<file path="config.mk">
export PLATFORM = sky130hd
export DESIGN_NAME = lcd_register_file_and_line_timing_flat
export DESIGN_NICKNAME = d
export VERILOG_FILES = /design/src/lcdt_pkg.sv /design/src/lcdt_if.sv /design/src/lcdt_regfile.sv /design/src/lcdt_timing.sv /design/src/lcd_register_file_and_line_timing.sv /design/src/flat_wrapper.sv
export VERILOG_INCLUDE_DIRS = /design/src /design/src/src
export SDC_FILE = /design/constraint.sdc
export NUM_CORES = 1
export LEC_CHECK = 0
export ABC_AREA = 1
export BUFFER_PORTS_ARGS = -buffer_cell sky130_fd_sc_hd__buf_2
export CORE_MARGIN = 8
export CORE_UTILIZATION = 60
export CTS_BUF_LIST = sky130_fd_sc_hd__clkbuf_16
export DETAILED_ROUTE_END_ITERATION = 6
export GPL_ROUTABILITY_DRIVEN = 0
export HOLD_SLACK_MARGIN = 0.08
export MAX_ROUTING_LAYER = met4
export PLACE_DENSITY = 0.8
export SLEW_MARGIN = 30
export SYNTH_ARGS = -nofsm -noshare
export SYNTH_HDL_FRONTEND = slang
export SYNTH_SLANG_ARGS = --single-unit
</file>
<file path="constraint.sdc">
create_clock -name clk -period 5.12 [get_ports clk]
set_clock_uncertainty 0.1 [all_clocks]
set_input_delay 0.256 -clock clk [delete_from_list [all_inputs] [get_ports clk]]
set_output_delay 0.256 -clock clk [all_outputs]
set_load 0.01 [all_outputs]
</file>
<file path="src/assert_macros.svh">
// Assertion macros shared by the LCD timing RTL.
// Needs clk and rst_n in the scope of each use.
`ifndef ASSERT_MACROS_SVH
`define ASSERT_MACROS_SVH

// Property that must hold at every clock edge out of reset.
`define ASSERT_ALWAYS(label, prop, msg) \
    label: assert property (@(posedge clk) disable iff (!rst_n) (prop)) else $error(msg);

// Same-cycle implication.
`define ASSERT_IMPLIES(label, ante, cons, msg) \
    label: assert property (@(posedge clk) disable iff (!rst_n) (ante) |-> (cons)) else $error(msg);

// Next-cycle implication.
`define ASSERT_NEXT(label, ante, cons, msg) \
    label: assert property (@(posedge clk) disable iff (!rst_n) (ante) |=> (cons)) else $error(msg);

`endif

</file>
<file path="src/lcdt_pkg.sv">
// Package for the LCD register file and line timing block.
// Types, register map and timing constants; no dependencies.
`default_nettype none

package lcdt_pkg;

    localparam logic [8:0] DOTS_PER_LINE = 9'd456;
    localparam logic [7:0] LAST_LINE     = 8'd153;
    localparam logic [7:0] VBLANK_LINE   = 8'd144;
    localparam logic [8:0] OAM_END_DOT   = 9'd80;
    localparam logic [8:0] XFER_END_DOT  = 9'd252;
    localparam logic [7:0] WX_MAX        = 8'd166;
    localparam logic [11:0] REG_BASE_HI  = 12'hFF4;
    localparam logic [7:0] OPEN_BUS      = 8'hFF;

    typedef enum logic [1:0] {
        OP_TICK  = 2'd0,
        OP_READ  = 2'd1,
        OP_WRITE = 2'd2
    } op_t;

    typedef enum logic [1:0] {
        MODE_HBLANK = 2'd0,
        MODE_VBLANK = 2'd1,
        MODE_OAM    = 2'd2,
        MODE_XFER   = 2'd3
    } mode_t;

    typedef enum logic [3:0] {
        REG_LCDC = 4'h0,
        REG_STAT = 4'h1,
        REG_SCY  = 4'h2,
        REG_SCX  = 4'h3,
        REG_LY   = 4'h4,
        REG_LYC  = 4'h5,
        REG_DMA  = 4'h6,
        REG_BGP  = 4'h7,
        REG_OBP0 = 4'h8,
        REG_OBP1 = 4'h9,
        REG_WY   = 4'hA,
        REG_WX   = 4'hB
    } reg_idx_t;

    // Register values the timing logic needs.
    typedef struct packed {
        logic [7:0] lcdc;
        logic [3:0] stat_en;   // STAT bits 6:3
        logic [7:0] lyc;
        logic [7:0] wy;
        logic [7:0] wx;
    } cfg_t;

    // Timing state visible through the register file.
    typedef struct packed {
        logic [7:0] ly;
        logic       coinc;
        mode_t      mode;
    } tstat_t;

endpackage

`default_nettype wire

</file>
<file path="src/lcdt_if.sv">
// Request and response channel interfaces for the LCD timing block.
// Uses plain logic fields only; does not depend on lcdt_pkg.
`default_nettype none

interface lcdt_req_if;
    logic        valid;
    logic        ready;
    logic [1:0]  opcode;
    logic [15:0] address;
    logic [7:0]  write_data;
    logic [8:0]  dot_count;

    modport source (output valid, output opcode, output address, output write_data,
                    output dot_count, input ready);
    modport sink   (input valid, input opcode, input address, input write_data,
                    input dot_count, output ready);
endinterface

interface lcdt_rsp_if;
    logic       valid;
    logic       ready;
    logic [7:0] read_data;
    logic       vblank_pulse;
    logic       stat_pulse;
    logic       frame_done;
    logic [1:0] lcd_mode;
    logic [7:0] window_lines;
    logic       dma_start;

    modport source (output valid, output read_data, output vblank_pulse,
                    output stat_pulse, output frame_done, output lcd_mode,
                    output window_lines, output dma_start, input ready);
    modport sink   (input valid, input read_data, input vblank_pulse,
                    input stat_pulse, input frame_done, input lcd_mode,
                    input window_lines, input dma_start, output ready);
endinterface

`default_nettype wire

</file>
<file path="src/lcdt_regfile.sv">
// LCD register file: bus decode, read mux and writable registers.
// Depends on lcdt_pkg; LY and STAT low bits come from lcdt_timing.
`default_nettype none

module lcdt_regfile (
    input  wire logic           clk,
    input  wire logic           rst_n,
    input  wire logic           en,
    input  wire logic [1:0]     opcode,
    input  wire logic [15:0]    address,
    input  wire logic [7:0]     write_data,
    input  wire lcdt_pkg::tstat_t tstat,
    output lcdt_pkg::cfg_t      cfg,
    output logic [7:0]          read_data,
    output logic                dma_start
);

    logic [7:0] lcdc_reg, scy_reg, scx_reg, lyc_reg, dma_reg;
    logic [7:0] bgp_reg, obp0_reg, obp1_reg, wy_reg, wx_reg;
    logic [3:0] stat_en_reg;
    logic       hit;
    logic       is_write;
    lcdt_pkg::reg_idx_t idx;

    assign hit      = (address[15:4] == lcdt_pkg::REG_BASE_HI) && (address[3:0] <= 4'hB);
    assign idx      = lcdt_pkg::reg_idx_t'(address[3:0]);
    assign is_write = (opcode == lcdt_pkg::OP_WRITE) && hit;

    always_comb
    begin
        read_data = 8'h00;
        if (opcode == lcdt_pkg::OP_READ)
        begin
            if (!hit)
            begin
                read_data = lcdt_pkg::OPEN_BUS;
            end
            else
            begin
                unique case (idx)
                    lcdt_pkg::REG_LCDC: read_data = lcdc_reg;
                    lcdt_pkg::REG_STAT: read_data = {1'b1, stat_en_reg, tstat.coinc,
                                                     tstat.mode};
                    lcdt_pkg::REG_SCY:  read_data = scy_reg;
                    lcdt_pkg::REG_SCX:  read_data = scx_reg;
                    lcdt_pkg::REG_LY:   read_data = tstat.ly;
                    lcdt_pkg::REG_LYC:  read_data = lyc_reg;
                    lcdt_pkg::REG_DMA:  read_data = dma_reg;
                    lcdt_pkg::REG_BGP:  read_data = bgp_reg;
                    lcdt_pkg::REG_OBP0: read_data = obp0_reg;
                    lcdt_pkg::REG_OBP1: read_data = obp1_reg;
                    lcdt_pkg::REG_WY:   read_data = wy_reg;
                    lcdt_pkg::REG_WX:   read_data = wx_reg;
                    default:            read_data = lcdt_pkg::OPEN_BUS;
                endcase
            end
        end
    end

    assign dma_start = is_write && (idx == lcdt_pkg::REG_DMA);

    always_ff @(posedge clk or negedge rst_n)
    begin
        if (!rst_n)
        begin
            lcdc_reg    <= '0;
            stat_en_reg <= '0;
            scy_reg     <= '0;
            scx_reg     <= '0;
            lyc_reg     <= '0;
            dma_reg     <= '0;
            bgp_reg     <= '0;
            obp0_reg    <= '0;
            obp1_reg    <= '0;
            wy_reg      <= '0;
            wx_reg      <= '0;
        end
        else if (en && is_write)
        begin
            unique case (idx)
                lcdt_pkg::REG_LCDC: lcdc_reg    <= write_data;
                lcdt_pkg::REG_STAT: stat_en_reg <= write_data[6:3];
                lcdt_pkg::REG_SCY:  scy_reg     <= write_data;
                lcdt_pkg::REG_SCX:  scx_reg     <= write_data;
                lcdt_pkg::REG_LYC:  lyc_reg     <= write_data;
                lcdt_pkg::REG_DMA:  dma_reg     <= write_data;
                lcdt_pkg::REG_BGP:  bgp_reg     <= write_data;
                lcdt_pkg::REG_OBP0: obp0_reg    <= write_data;
                lcdt_pkg::REG_OBP1: obp1_reg    <= write_data;
                lcdt_pkg::REG_WY:   wy_reg      <= write_data;
                lcdt_pkg::REG_WX:   wx_reg      <= write_data;
                default:            ;  // LY is read only
            endcase
        end
    end

    assign cfg.lcdc    = lcdc_reg;
    assign cfg.stat_en = stat_en_reg;
    assign cfg.lyc     = lyc_reg;
    assign cfg.wy      = wy_reg;
    assign cfg.wx      = wx_reg;

endmodule

`default_nettype wire

</file>
<file path="src/lcdt_timing.sv">
// LCD line timing: dot counter, LY, mode, LY=LYC flag, window line count, pulses.
// Depends on lcdt_pkg and assert_macros.svh; register values from lcdt_regfile.
`default_nettype none
`include "assert_macros.svh"

module lcdt_timing (
    input  wire logic           clk,
    input  wire logic           rst_n,
    input  wire logic           en,
    input  wire logic [1:0]     opcode,
    input  wire logic [8:0]     dot_count,
    input  wire lcdt_pkg::cfg_t cfg,
    output lcdt_pkg::tstat_t    tstat,
    output lcdt_pkg::mode_t     mode_next,
    output logic [7:0]          wl_next,
    output logic                vblank_pulse,
    output logic                stat_pulse,
    output logic                frame_done
);

    logic [8:0]      dot_reg, dot_next;
    logic [7:0]      ly_reg, ly_next;
    lcdt_pkg::mode_t mode_reg;
    logic            coinc_reg, coinc_next;
    logic [7:0]      wl_reg, wl_base;
    logic [9:0]      sum, over;
    logic            tick, wrap, changed, match, mode_irq, win_inc;
    lcdt_pkg::mode_t mode_calc;

    assign tick = (opcode == lcdt_pkg::OP_TICK);
    assign sum  = {1'b0, dot_reg} + {1'b0, dot_count};
    assign wrap = sum >= {1'b0, lcdt_pkg::DOTS_PER_LINE};
    assign over = sum - {1'b0, lcdt_pkg::DOTS_PER_LINE};

    always_comb
    begin
        dot_next   = dot_reg;
        ly_next    = ly_reg;
        frame_done = 1'b0;
        if (tick)
        begin
            if (!wrap)
            begin
                dot_next = sum[8:0];
            end
            else
            begin
                dot_next = (over >= {1'b0, lcdt_pkg::DOTS_PER_LINE}) ?
                           (lcdt_pkg::DOTS_PER_LINE - 9'd1) : over[8:0];
                if (ly_reg >= lcdt_pkg::LAST_LINE)
                begin
                    ly_next    = 8'd0;
                    frame_done = 1'b1;
                end
                else
                begin
                    ly_next = ly_reg + 8'd1;
                end
            end
        end
    end

    always_comb
    begin
        priority if (ly_next >= lcdt_pkg::VBLANK_LINE)
            mode_calc = lcdt_pkg::MODE_VBLANK;
        else if (dot_next < lcdt_pkg::OAM_END_DOT)
            mode_calc = lcdt_pkg::MODE_OAM;
        else if (dot_next < lcdt_pkg::XFER_END_DOT)
            mode_calc = lcdt_pkg::MODE_XFER;
        else
            mode_calc = lcdt_pkg::MODE_HBLANK;
    end

    assign changed   = tick && (mode_calc != mode_reg);
    assign mode_next = tick ? mode_calc : mode_reg;
    assign match     = (ly_next == cfg.lyc);
    assign coinc_next = tick ? match : coinc_reg;

    always_comb
    begin
        unique case (mode_calc)
            lcdt_pkg::MODE_HBLANK: mode_irq = cfg.stat_en[0];
            lcdt_pkg::MODE_VBLANK: mode_irq = cfg.stat_en[1];
            lcdt_pkg::MODE_OAM:    mode_irq = cfg.stat_en[2];
            default:               mode_irq = 1'b0;
        endcase
    end

    assign stat_pulse   = (changed && mode_irq) ||
                          (tick && match && !coinc_reg && cfg.stat_en[3]);
    assign vblank_pulse = changed && (mode_calc == lcdt_pkg::MODE_VBLANK);

    assign win_inc = changed && (mode_calc == lcdt_pkg::MODE_HBLANK) && cfg.lcdc[5] &&
                     (ly_next >= cfg.wy) && (cfg.wx <= lcdt_pkg::WX_MAX);
    assign wl_base = frame_done ? 8'd0 : wl_reg;
    assign wl_next = win_inc ? (wl_base + 8'd1) : wl_base;

    always_ff @(posedge clk or negedge rst_n)
    begin
        if (!rst_n)
        begin
            dot_reg   <= '0;
            ly_reg    <= '0;
            mode_reg  <= lcdt_pkg::MODE_HBLANK;
            coinc_reg <= 1'b0;
            wl_reg    <= '0;
        end
        else if (en)
        begin
            dot_reg   <= dot_next;
            ly_reg    <= ly_next;
            mode_reg  <= mode_next;
            coinc_reg <= coinc_next;
            wl_reg    <= wl_next;
        end
    end

    assign tstat.ly    = ly_reg;
    assign tstat.coinc = coinc_reg;
    assign tstat.mode  = mode_reg;

    `ASSERT_ALWAYS(a_dot_range, dot_reg < lcdt_pkg::DOTS_PER_LINE, "dot counter past line end")
    `ASSERT_ALWAYS(a_ly_range, ly_reg <= lcdt_pkg::LAST_LINE, "LY past last line")
    `ASSERT_IMPLIES(a_vblank_mode, ly_reg >= lcdt_pkg::VBLANK_LINE,
                    mode_reg == lcdt_pkg::MODE_VBLANK, "VBlank line outside VBlank mode")
    `ASSERT_NEXT(a_frame_ly, en && frame_done, ly_reg == 8'd0, "frame wrap left LY nonzero")

endmodule

`default_nettype wire

</file>
<file path="src/lcd_register_file_and_line_timing.sv">
// Top level of the LCD register file and line timing block.
// Depends on lcdt_pkg, lcdt_if, lcdt_regfile, lcdt_timing, assert_macros.svh.
//
//  channel  dir  handshake    payload
//  req      in   valid/ready  opcode, address, write_data, dot_count
//  rsp      out  valid/ready  read_data, pulses, lcd_mode, window_lines, dma_start
//
// One request per cycle unless stalled; response appears in the cycle after acceptance.
// Decode, dot add/compare and mode derivation sit between request and response register.
// req.ready is low only while a response is held and rsp.ready is low.
// Reset zeroes all but the response data registers; no other start-up sequence.
`default_nettype none
`include "assert_macros.svh"

module lcd_register_file_and_line_timing (
    input  wire logic clk,
    input  wire logic rst_n,
    lcdt_req_if.sink   req,
    lcdt_rsp_if.source rsp
);

    logic             accept;
    logic             valid_reg;
    lcdt_pkg::cfg_t   cfg;
    lcdt_pkg::tstat_t tstat;
    lcdt_pkg::mode_t  mode_next;
    logic [7:0]       wl_next, rdata;
    logic             vbl, stat, frame, dma;

    logic [7:0] read_data_reg, window_lines_reg;
    logic [1:0] lcd_mode_reg;
    logic       vblank_reg, stat_reg, frame_reg, dma_reg;

    assign req.ready = !valid_reg || rsp.ready;
    assign accept    = req.valid && req.ready;

    lcdt_regfile u_regfile (
        .clk        (clk),
        .rst_n      (rst_n),
        .en         (accept),
        .opcode     (req.opcode),
        .address    (req.address),
        .write_data (req.write_data),
        .tstat      (tstat),
        .cfg        (cfg),
        .read_data  (rdata),
        .dma_start  (dma)
    );

    lcdt_timing u_timing (
        .clk          (clk),
        .rst_n        (rst_n),
        .en           (accept),
        .opcode       (req.opcode),
        .dot_count    (req.dot_count),
        .cfg          (cfg),
        .tstat        (tstat),
        .mode_next    (mode_next),
        .wl_next      (wl_next),
        .vblank_pulse (vbl),
        .stat_pulse   (stat),
        .frame_done   (frame)
    );

    always_ff @(posedge clk or negedge rst_n)
    begin
        if (!rst_n)
        begin
            valid_reg <= 1'b0;
        end
        else if (req.ready)
        begin
            valid_reg <= req.valid;
        end
    end

    always_ff @(posedge clk)
    begin
        if (accept)
        begin
            read_data_reg    <= rdata;
            vblank_reg       <= vbl;
            stat_reg         <= stat;
            frame_reg        <= frame;
            lcd_mode_reg     <= mode_next;
            window_lines_reg <= wl_next;
            dma_reg          <= dma;
        end
    end

    assign rsp.valid        = valid_reg;
    assign rsp.read_data    = read_data_reg;
    assign rsp.vblank_pulse = vblank_reg;
    assign rsp.stat_pulse   = stat_reg;
    assign rsp.frame_done   = frame_reg;
    assign rsp.lcd_mode     = lcd_mode_reg;
    assign rsp.window_lines = window_lines_reg;
    assign rsp.dma_start    = dma_reg;

    `ASSERT_NEXT(a_accept_valid, accept, valid_reg, "accepted request produced no response")
    `ASSERT_NEXT(a_mode_shown, accept, lcd_mode_reg == tstat.mode, "response mode mismatch")
    `ASSERT_IMPLIES(a_one_pulse_src, valid_reg && dma_reg,
                    !vblank_reg && !stat_reg && !frame_reg, "DMA write raised timing pulse")

endmodule

`default_nettype wire
</file>
<file path="src/flat_wrapper.sv">
// flat-port wrapper written by rule: the top's interface ports become plain ports
module lcd_register_file_and_line_timing_flat 
  (clk, rst_n, req_valid, req_opcode, req_address, req_write_data, req_dot_count, req_ready, rsp_valid, rsp_read_data, rsp_vblank_pulse, rsp_stat_pulse, rsp_frame_done, rsp_lcd_mode, rsp_window_lines, rsp_dma_start, rsp_ready);
  lcdt_req_if req_i ();
  lcdt_rsp_if rsp_i ();
  input  wire logic clk;
  input  wire logic rst_n;
  input wire logic [$bits(req_i.valid)-1:0] req_valid;
  input wire logic [$bits(req_i.opcode)-1:0] req_opcode;
  input wire logic [$bits(req_i.address)-1:0] req_address;
  input wire logic [$bits(req_i.write_data)-1:0] req_write_data;
  input wire logic [$bits(req_i.dot_count)-1:0] req_dot_count;
  output wire logic [$bits(req_i.ready)-1:0] req_ready;
  output wire logic [$bits(rsp_i.valid)-1:0] rsp_valid;
  output wire logic [$bits(rsp_i.read_data)-1:0] rsp_read_data;
  output wire logic [$bits(rsp_i.vblank_pulse)-1:0] rsp_vblank_pulse;
  output wire logic [$bits(rsp_i.stat_pulse)-1:0] rsp_stat_pulse;
  output wire logic [$bits(rsp_i.frame_done)-1:0] rsp_frame_done;
  output wire logic [$bits(rsp_i.lcd_mode)-1:0] rsp_lcd_mode;
  output wire logic [$bits(rsp_i.window_lines)-1:0] rsp_window_lines;
  output wire logic [$bits(rsp_i.dma_start)-1:0] rsp_dma_start;
  input wire logic [$bits(rsp_i.ready)-1:0] rsp_ready;
  assign req_i.valid = req_valid;
  assign req_i.opcode = req_opcode;
  assign req_i.address = req_address;
  assign req_i.write_data = req_write_data;
  assign req_i.dot_count = req_dot_count;
  assign req_ready = req_i.ready;
  assign rsp_valid = rsp_i.valid;
  assign rsp_read_data = rsp_i.read_data;
  assign rsp_vblank_pulse = rsp_i.vblank_pulse;
  assign rsp_stat_pulse = rsp_i.stat_pulse;
  assign rsp_frame_done = rsp_i.frame_done;
  assign rsp_lcd_mode = rsp_i.lcd_mode;
  assign rsp_window_lines = rsp_i.window_lines;
  assign rsp_dma_start = rsp_i.dma_start;
  assign rsp_i.ready = rsp_ready;
  lcd_register_file_and_line_timing u_core (.clk(clk), .rst_n(rst_n), .req(req_i), .rsp(rsp_i));
endmodule
</file>
# After elaboration in Yosys (flattened, before gate mapping)
# Cells that the tools add are included.
[totals]
elab_cells = 107
register_bits = 135
out_inout_bits = 24
in_bits = 39
[op_classes]
n_reduce_logical = 34
eq_ne = 18
order_cmp = 9
add_sub_neg = 4
mux = 18
[op_table]
columns = ["operator", "count"]
rows = [
  ["$pmux W8 S12", 1],
  ["$mux W8", 6],
  ["$mux W9", 3],
  ["$reduce_and A2 Y1", 12],
  ["$ge A10 B9 Y1 const B", 2],
  ["$add A8 B1 Y8 const B", 2],
  ["$eq A4 B3 Y1 const B", 4],
  ["$eq A4 B4 Y1 const B", 4],
  ["$ge A8 B8 Y1 const B", 2],
  ["$logic_and A1 B1 Y1", 15],
  ["$eq A12 B12 Y1 const B", 1],
  ["$add A9 B9 Y10", 1],
  ["$sub A10 B9 Y10 const B", 1],
  ["$lt A9 B7 Y1 const B", 1],
  ["$lt A9 B8 Y1 const B", 1],
  ["$eq A4 B2 Y1 const B", 2],
  ["$eq A8 B8 Y1", 1],
  ["$ge A8 B8 Y1", 1],
  ["$le A8 B8 Y1 const B", 1],
  ["$mux W2", 4],
  ["$eq A2 B1 Y1 const B", 2],
  ["$eq A2 B2 Y1 const B", 2],
  ["$eq A4 B1 Y1 const B", 1],
  ["$le A4 B4 Y1 const B", 1],
  ["7 further kinds", 12],
]

# Depth between registers and ports, before layout
[logic_depth]
ltp_word = 17
depth_mapped = 35
depth_no_buf = 35

# Modules after synthesis
# Synthesis repeated with hierarchy kept, for this count alone.
[unflattened]
hier_cells = 1183
hier_area_um2 = 8724.6
[by_module_without_submodules]
columns = ["module", "n_inst", "seq_area_each_um2", "area_per_inst_um2", "cells_per_inst"]
rows = [
  ["lcdt_regfile", 1, 2102.0, 4784.6, 650],
  ["lcdt_timing", 1, 700.7, 3234.4, 505],
  ["lcd_register_file_and_line_timing", 1, 685.7, 705.7, 28],
]

# Least setup slack after synthesis
# No wires, ideal clock.
[synth_path]
path_type = "register -> register"
startpoint = "register u_core.u_timing.dot_reg[0]"
endpoint = "register u_core.window_lines_reg[1] (netlist: u_core.rsp.window_lines[1]), data pin"
path_buffers = 0
setup_ns = 0.255
path_slack_ns = 0.645
stages_incl_launch_ff = 32
arrival_time_ns = 4.120
synth_period_minus_slack_ns = 4.475
path_cell_list = "dfrtp_1 > ha_1 > inv_1 > fa_1 > inv_1 > nand3_1 > nand2_1 > nand2_1 > nand2_1 > inv_1 > ha_1 > nand4_1 > nor2_2 > nand3_2 > nand3_4 > nand2_2 > inv_1 > o21ai_0 > ha_1 > o21ai_0 > nand2_1 > a21oi_1 > o21bai_1 > a21oi_1 > o21bai_1 > a21oi_1 > nor2_1 > o221ai_1 > nor2_8 > nand3_4 > nand2_1 > and2_1"
[synth_between]
elab_chain_len = 17
[synth_rtl]
columns = ["item", "line", "text"]
rows = [
  ["start, declared", "lcdt_timing.sv:21", "logic [8:0] dot_reg, dot_next;"],
  ["start signal, assigned", "lcdt_timing.sv:111", "dot_reg <= dot_next;"],
  ["$add A9 B9 Y10", "lcdt_timing.sv:31", "assign sum = {1'b0, dot_reg} + {1'b0, dot_count};"],
  ["$sub A10 B9 Y10", "lcdt_timing.sv:33", "assign over = sum - {1'b0, lcdt_pkg::DOTS_PER_LINE};"],
  ["$ge A10 B9 Y1", "lcdt_timing.sv:48", "dot_next = (over >= {1'b0, lcdt_pkg::DOTS_PER_LINE}) ?"],
  ["$mux W9", "lcdt_timing.sv:48", ""],
  ["$mux W9", "lcdt_timing.sv:42", "if (!wrap)"],
  ["$mux W9", "lcdt_timing.sv:40", "if (tick)"],
  ["$lt A9 B8 Y1", "lcdt_timing.sv:69", "else if (dot_next < lcdt_pkg::XFER_END_DOT)"],
  ["$mux W2", "lcdt_timing.sv:69", ""],
  ["$mux W2", "lcdt_timing.sv:67", "else if (dot_next < lcdt_pkg::OAM_END_DOT)"],
  ["$mux W2", "lcdt_timing.sv:65", "priority if (ly_next >= lcdt_pkg::VBLANK_LINE)"],
  ["$ne A2 B2 Y1", "lcdt_timing.sv:75", "assign changed = tick && (mode_calc != mode_reg);"],
  ["$logic_and A1 B1 Y1", "lcdt_timing.sv:75", ""],
  ["$logic_and A1 B1 Y1 (3 in series)", "lcdt_timing.sv:94", "assign win_inc = changed && (mode_calc == lcdt_pkg::MODE_HBLANK) && cfg.lcdc[5] &&"],
  ["$logic_and A1 B1 Y1", "lcdt_timing.sv:95", "(ly_next >= cfg.wy) && (cfg.wx <= lcdt_pkg::WX_MAX);"],
  ["$mux W8 (*)", "lcdt_timing.sv:97", "assign wl_next = win_inc ? (wl_base + 8'd1) : wl_base;"],
  ["named net u_core.u_timing.wl_next[1]", "lcdt_timing.sv:15", "output logic [7:0] wl_next,"],
  ["end signal, assigned", "lcd_register_file_and_line_timing.sv:86", "window_lines_reg <= wl_next;"],
  ["end, declared", "lcd_register_file_and_line_timing.sv:30", "logic [7:0] read_data_reg, window_lines_reg;"],
]
# Mark *: on every way through the listed nets, which the timed path passes. The rest lies on a longest branch.
# A chain may end at the register's enable or synchronous reset.

# Final worst setup path
[layout_path]
startpoint = "register u_core.u_timing.dot_reg[0]"
endpoint = "register u_core.window_lines_reg[0] (netlist: u_core.rsp.window_lines[0]), data pin"
# Same word-level chain as after synthesis.

==> flow_metrics.tcl <==
set metrics [dict create \
    outcome "complete, no violations" \
    rows 41 \
    drt-wirelength-per-cell_um 16.9 \
    cpPeakStageDelay_ps 400 \
    critPathCaptureType "flip-flop" \
    io_pins 63 \
    crit_start "u_core.u_timing.dot_reg[0]$_DFFE_PN0P_" \
    fillCellCount 1063 \
    cts-root-buf "clkbuf_16" \
    start_util_pct 60.9 \
    drc 0 \
    clock-sinks 135 \
    vdd_drop_max_uv 278 \
    grtUsageTotal_pct 26.6 \
    instances_no_fill 1207 \
    hold_class "input pin to flip-flop" \
    cap_violations 0 \
    viasPerCell 5.74 \
    dr.pass1.iters 6 \
    finalHoldViolations 0 \
    wl_um 20400 \
    die_w_um 129 \
    cts_tree "built" \
    cp-endpoint "u_core.rsp.window_lines[0]$_DFFE_PP_" \
    crit_slowest_cell "fa_1" \
    drive_gt1_share_pct 14.4 \
    netlist_instances 954 \
    period_needed_ps 4760 \
    reg2reg_depth 31 \
    crit_top_cell "inv_1" \
    yosys_warnings 0 \
    drt_iter0_markers 749 \
    cp.required_ps 5200 \
    final_cell_mix "269 x nand2_1, 116 x inv_1, 113 x o21ai_0, 113 x dfrtp_1, 61 x buf_2" \
    h-tree-depth 4 \
    layout_commonest_cell "nand2_1" \
    fin_area_um2 8720 \
    cts.reportedPaths.clkPinSlew_ps 60 \
    port_buffers 62 \
    r2r_slack_ps 360 \
    place_inst 1171 \
    seqCellArea_um2 3490 \
    rr_endpoint "u_core.rsp.window_lines[0]$_DFFE_PP_" \
    setup_violations 0 \
    synth_nets 1017 \
    vias 6931 \
    first_global_vias 6856 \
    grt_pass1_wl_um 33700 \
    tightestPinTransition_ps 940 \
    p_total_mw 3.90 \
    largest_reg_flops 9 \
    areaGrowthSynthToFinish_pct 14.3 \
    r2r_start "u_core.u_timing.dot_reg[0]$_DFFE_PN0P_" \
    grt_max_degree 69 \
    slew_headroom_pct 37.1 \
    clock_path_buffers 2 \
    fin_tns_setup_ps 0 \
    final_nets 1085 \
    clk_latency_ps 430 \
    synth-seq-cells 135 \
    ys_types 49 \
    ant_nets 0 \
    crit_type "flip-flop to flip-flop" \
    cp_data_arrival_time_ps 4840 \
    ys_seq_area_share_pct 45.8 \
    power.leakage_nw 4.19 \
    core_um2 12500 \
    timing.final.crit_share_pct 92.9 \
    syn_area_per_cell_um2 7.99 \
    syn_area_um2 7620 \
    critPathLaunchType "flip-flop" \
    max_freq_ghz 0.210 \
    hpwlAfterDp_um 14300 \
    n_antenna_cell 0 \
    die-area_um2 16600 \
    grt.overflow.total 0 \
    powerDensity_nw_per_um2 447 \
    multi_input_area_um2 3600 \
    antenna_found_initial 0 \
    cts_buffers 17 \
    crit_fanout 9 \
    rsz0062_at_grt "false" \
    die_y_um 129 \
    dpl_cell_area_um2 8100 \
    report.final.slew_viol_count 0 \
    synth_edf_count 22 \
    synthFlopType "dfrtp_1" \
    synth_async_sr_flop_share_pct 83.7 \
]
[layout make-up]
class                      instances  area share (%)
tap                              172            2.47
multi-input combinational        677            41.3
inverter                         119            5.12
sequential                       135            40.0
clock buffer                      17            4.88
clock inverter                    15            1.61
timing repair buffer              72            4.55
[what timing repair did]
action / in CTS / in global routing
endpoints found under the hold margin: 68 / 0
endpoints found under the setup margin: 0 / 16
gates resized for setup: 0 / 3
hold buffers: 2 / 0
buffers inserted: 0 / 2
[through the flow]
step                setup WS (ps)  util [%]  hold WS [ps]
finish                        362      69.6           183
global route                 16.8      69.6           222
CTS                           107      69.4           175
detailed placement            167      64.7           327
global placement              271      64.7           325
floorplan                     645         -          -140
[how the worst min path moves through the flow]
stage	end	from	cells past startpoint
6_report	u_core.u_regfile.lcdc_reg[7]$_DFFE_PN0P_	req_write_data[7]	3
5_1_grt	u_core.rsp.frame_done$_DFFE_PP_	req_opcode[1]	4
4_1_cts	u_core.u_regfile.lcdc_reg[7]$_DFFE_PN0P_	req_write_data[7]	3
3_5_place_dp	u_core.u_timing.dot_reg[7]$_DFFE_PN0P_	rst_n	1
3_3_place_gp	u_core.u_timing.dot_reg[7]$_DFFE_PN0P_	rst_n	1
2_1_floorplan	u_core.rsp.valid$_DFFE_PN0N_	rst_n	0
[cell usage after synthesis, types with 4 or more instances]
library cell	count	area, um^2
nor3_1	5	25.0
nand2_4	4	45.0
ha_1	23	288
nand2_1	269	1010
dfrtp_1	113	2830
a31oi_1	6	37.5
inv_2	5	18.8
edfxtp_1	22	661
nor2_1	55	206
o21ai_1	4	20.0
xor2_1	12	105
nand4_1	20	125
inv_1	114	428
nand2_2	19	119
nand3_2	9	90.1
o21ai_0	114	571
nor2_2	4	25.0
a21oi_1	24	120
a221oi_1	17	149
o22ai_1	7	43.8
nand3_1	41	205
clkbuf_1	19	71.3
[critical path: cells and delay by family (launching register included)]
kind / cells / cell delay, ps
compound gates: 9 / 1260
flops: 1 / 340
buf+inv: 4 / 380
simple gates: 14 / 1450
fa+ha+maj: 4 / 990
[power by group]
part | leakage (nW) | switching [mW] | internal (mW) | total, mW
clock network | 0.278 | 0.462 | 0.708 | 1.17
logic | 2.15 | 0.986 | 0.499 | 1.49
registers | 1.76 | 0.0670 | 1.18 | 1.24
total | 4.19 | 1.52 | 2.38 | 3.90
[metal layers]
metal  GRT usage, %  share of wire, %
met5              -                 0
met4           13.9               4.0
met3           4.80               6.3
met2           42.1                48
met1           32.1                42
[logic make-up after synthesis]
logic type                 share of synthesized area, %
and+or+nand+nor                                    26.2
buffers and inverters                              7.14
AOI/OAI and AO/OA                                  15.2
adders and majority gates                          4.04
xor gates and xnor gates                           1.61
DFF                                                45.8
Power figures use the tool's default switching activity.
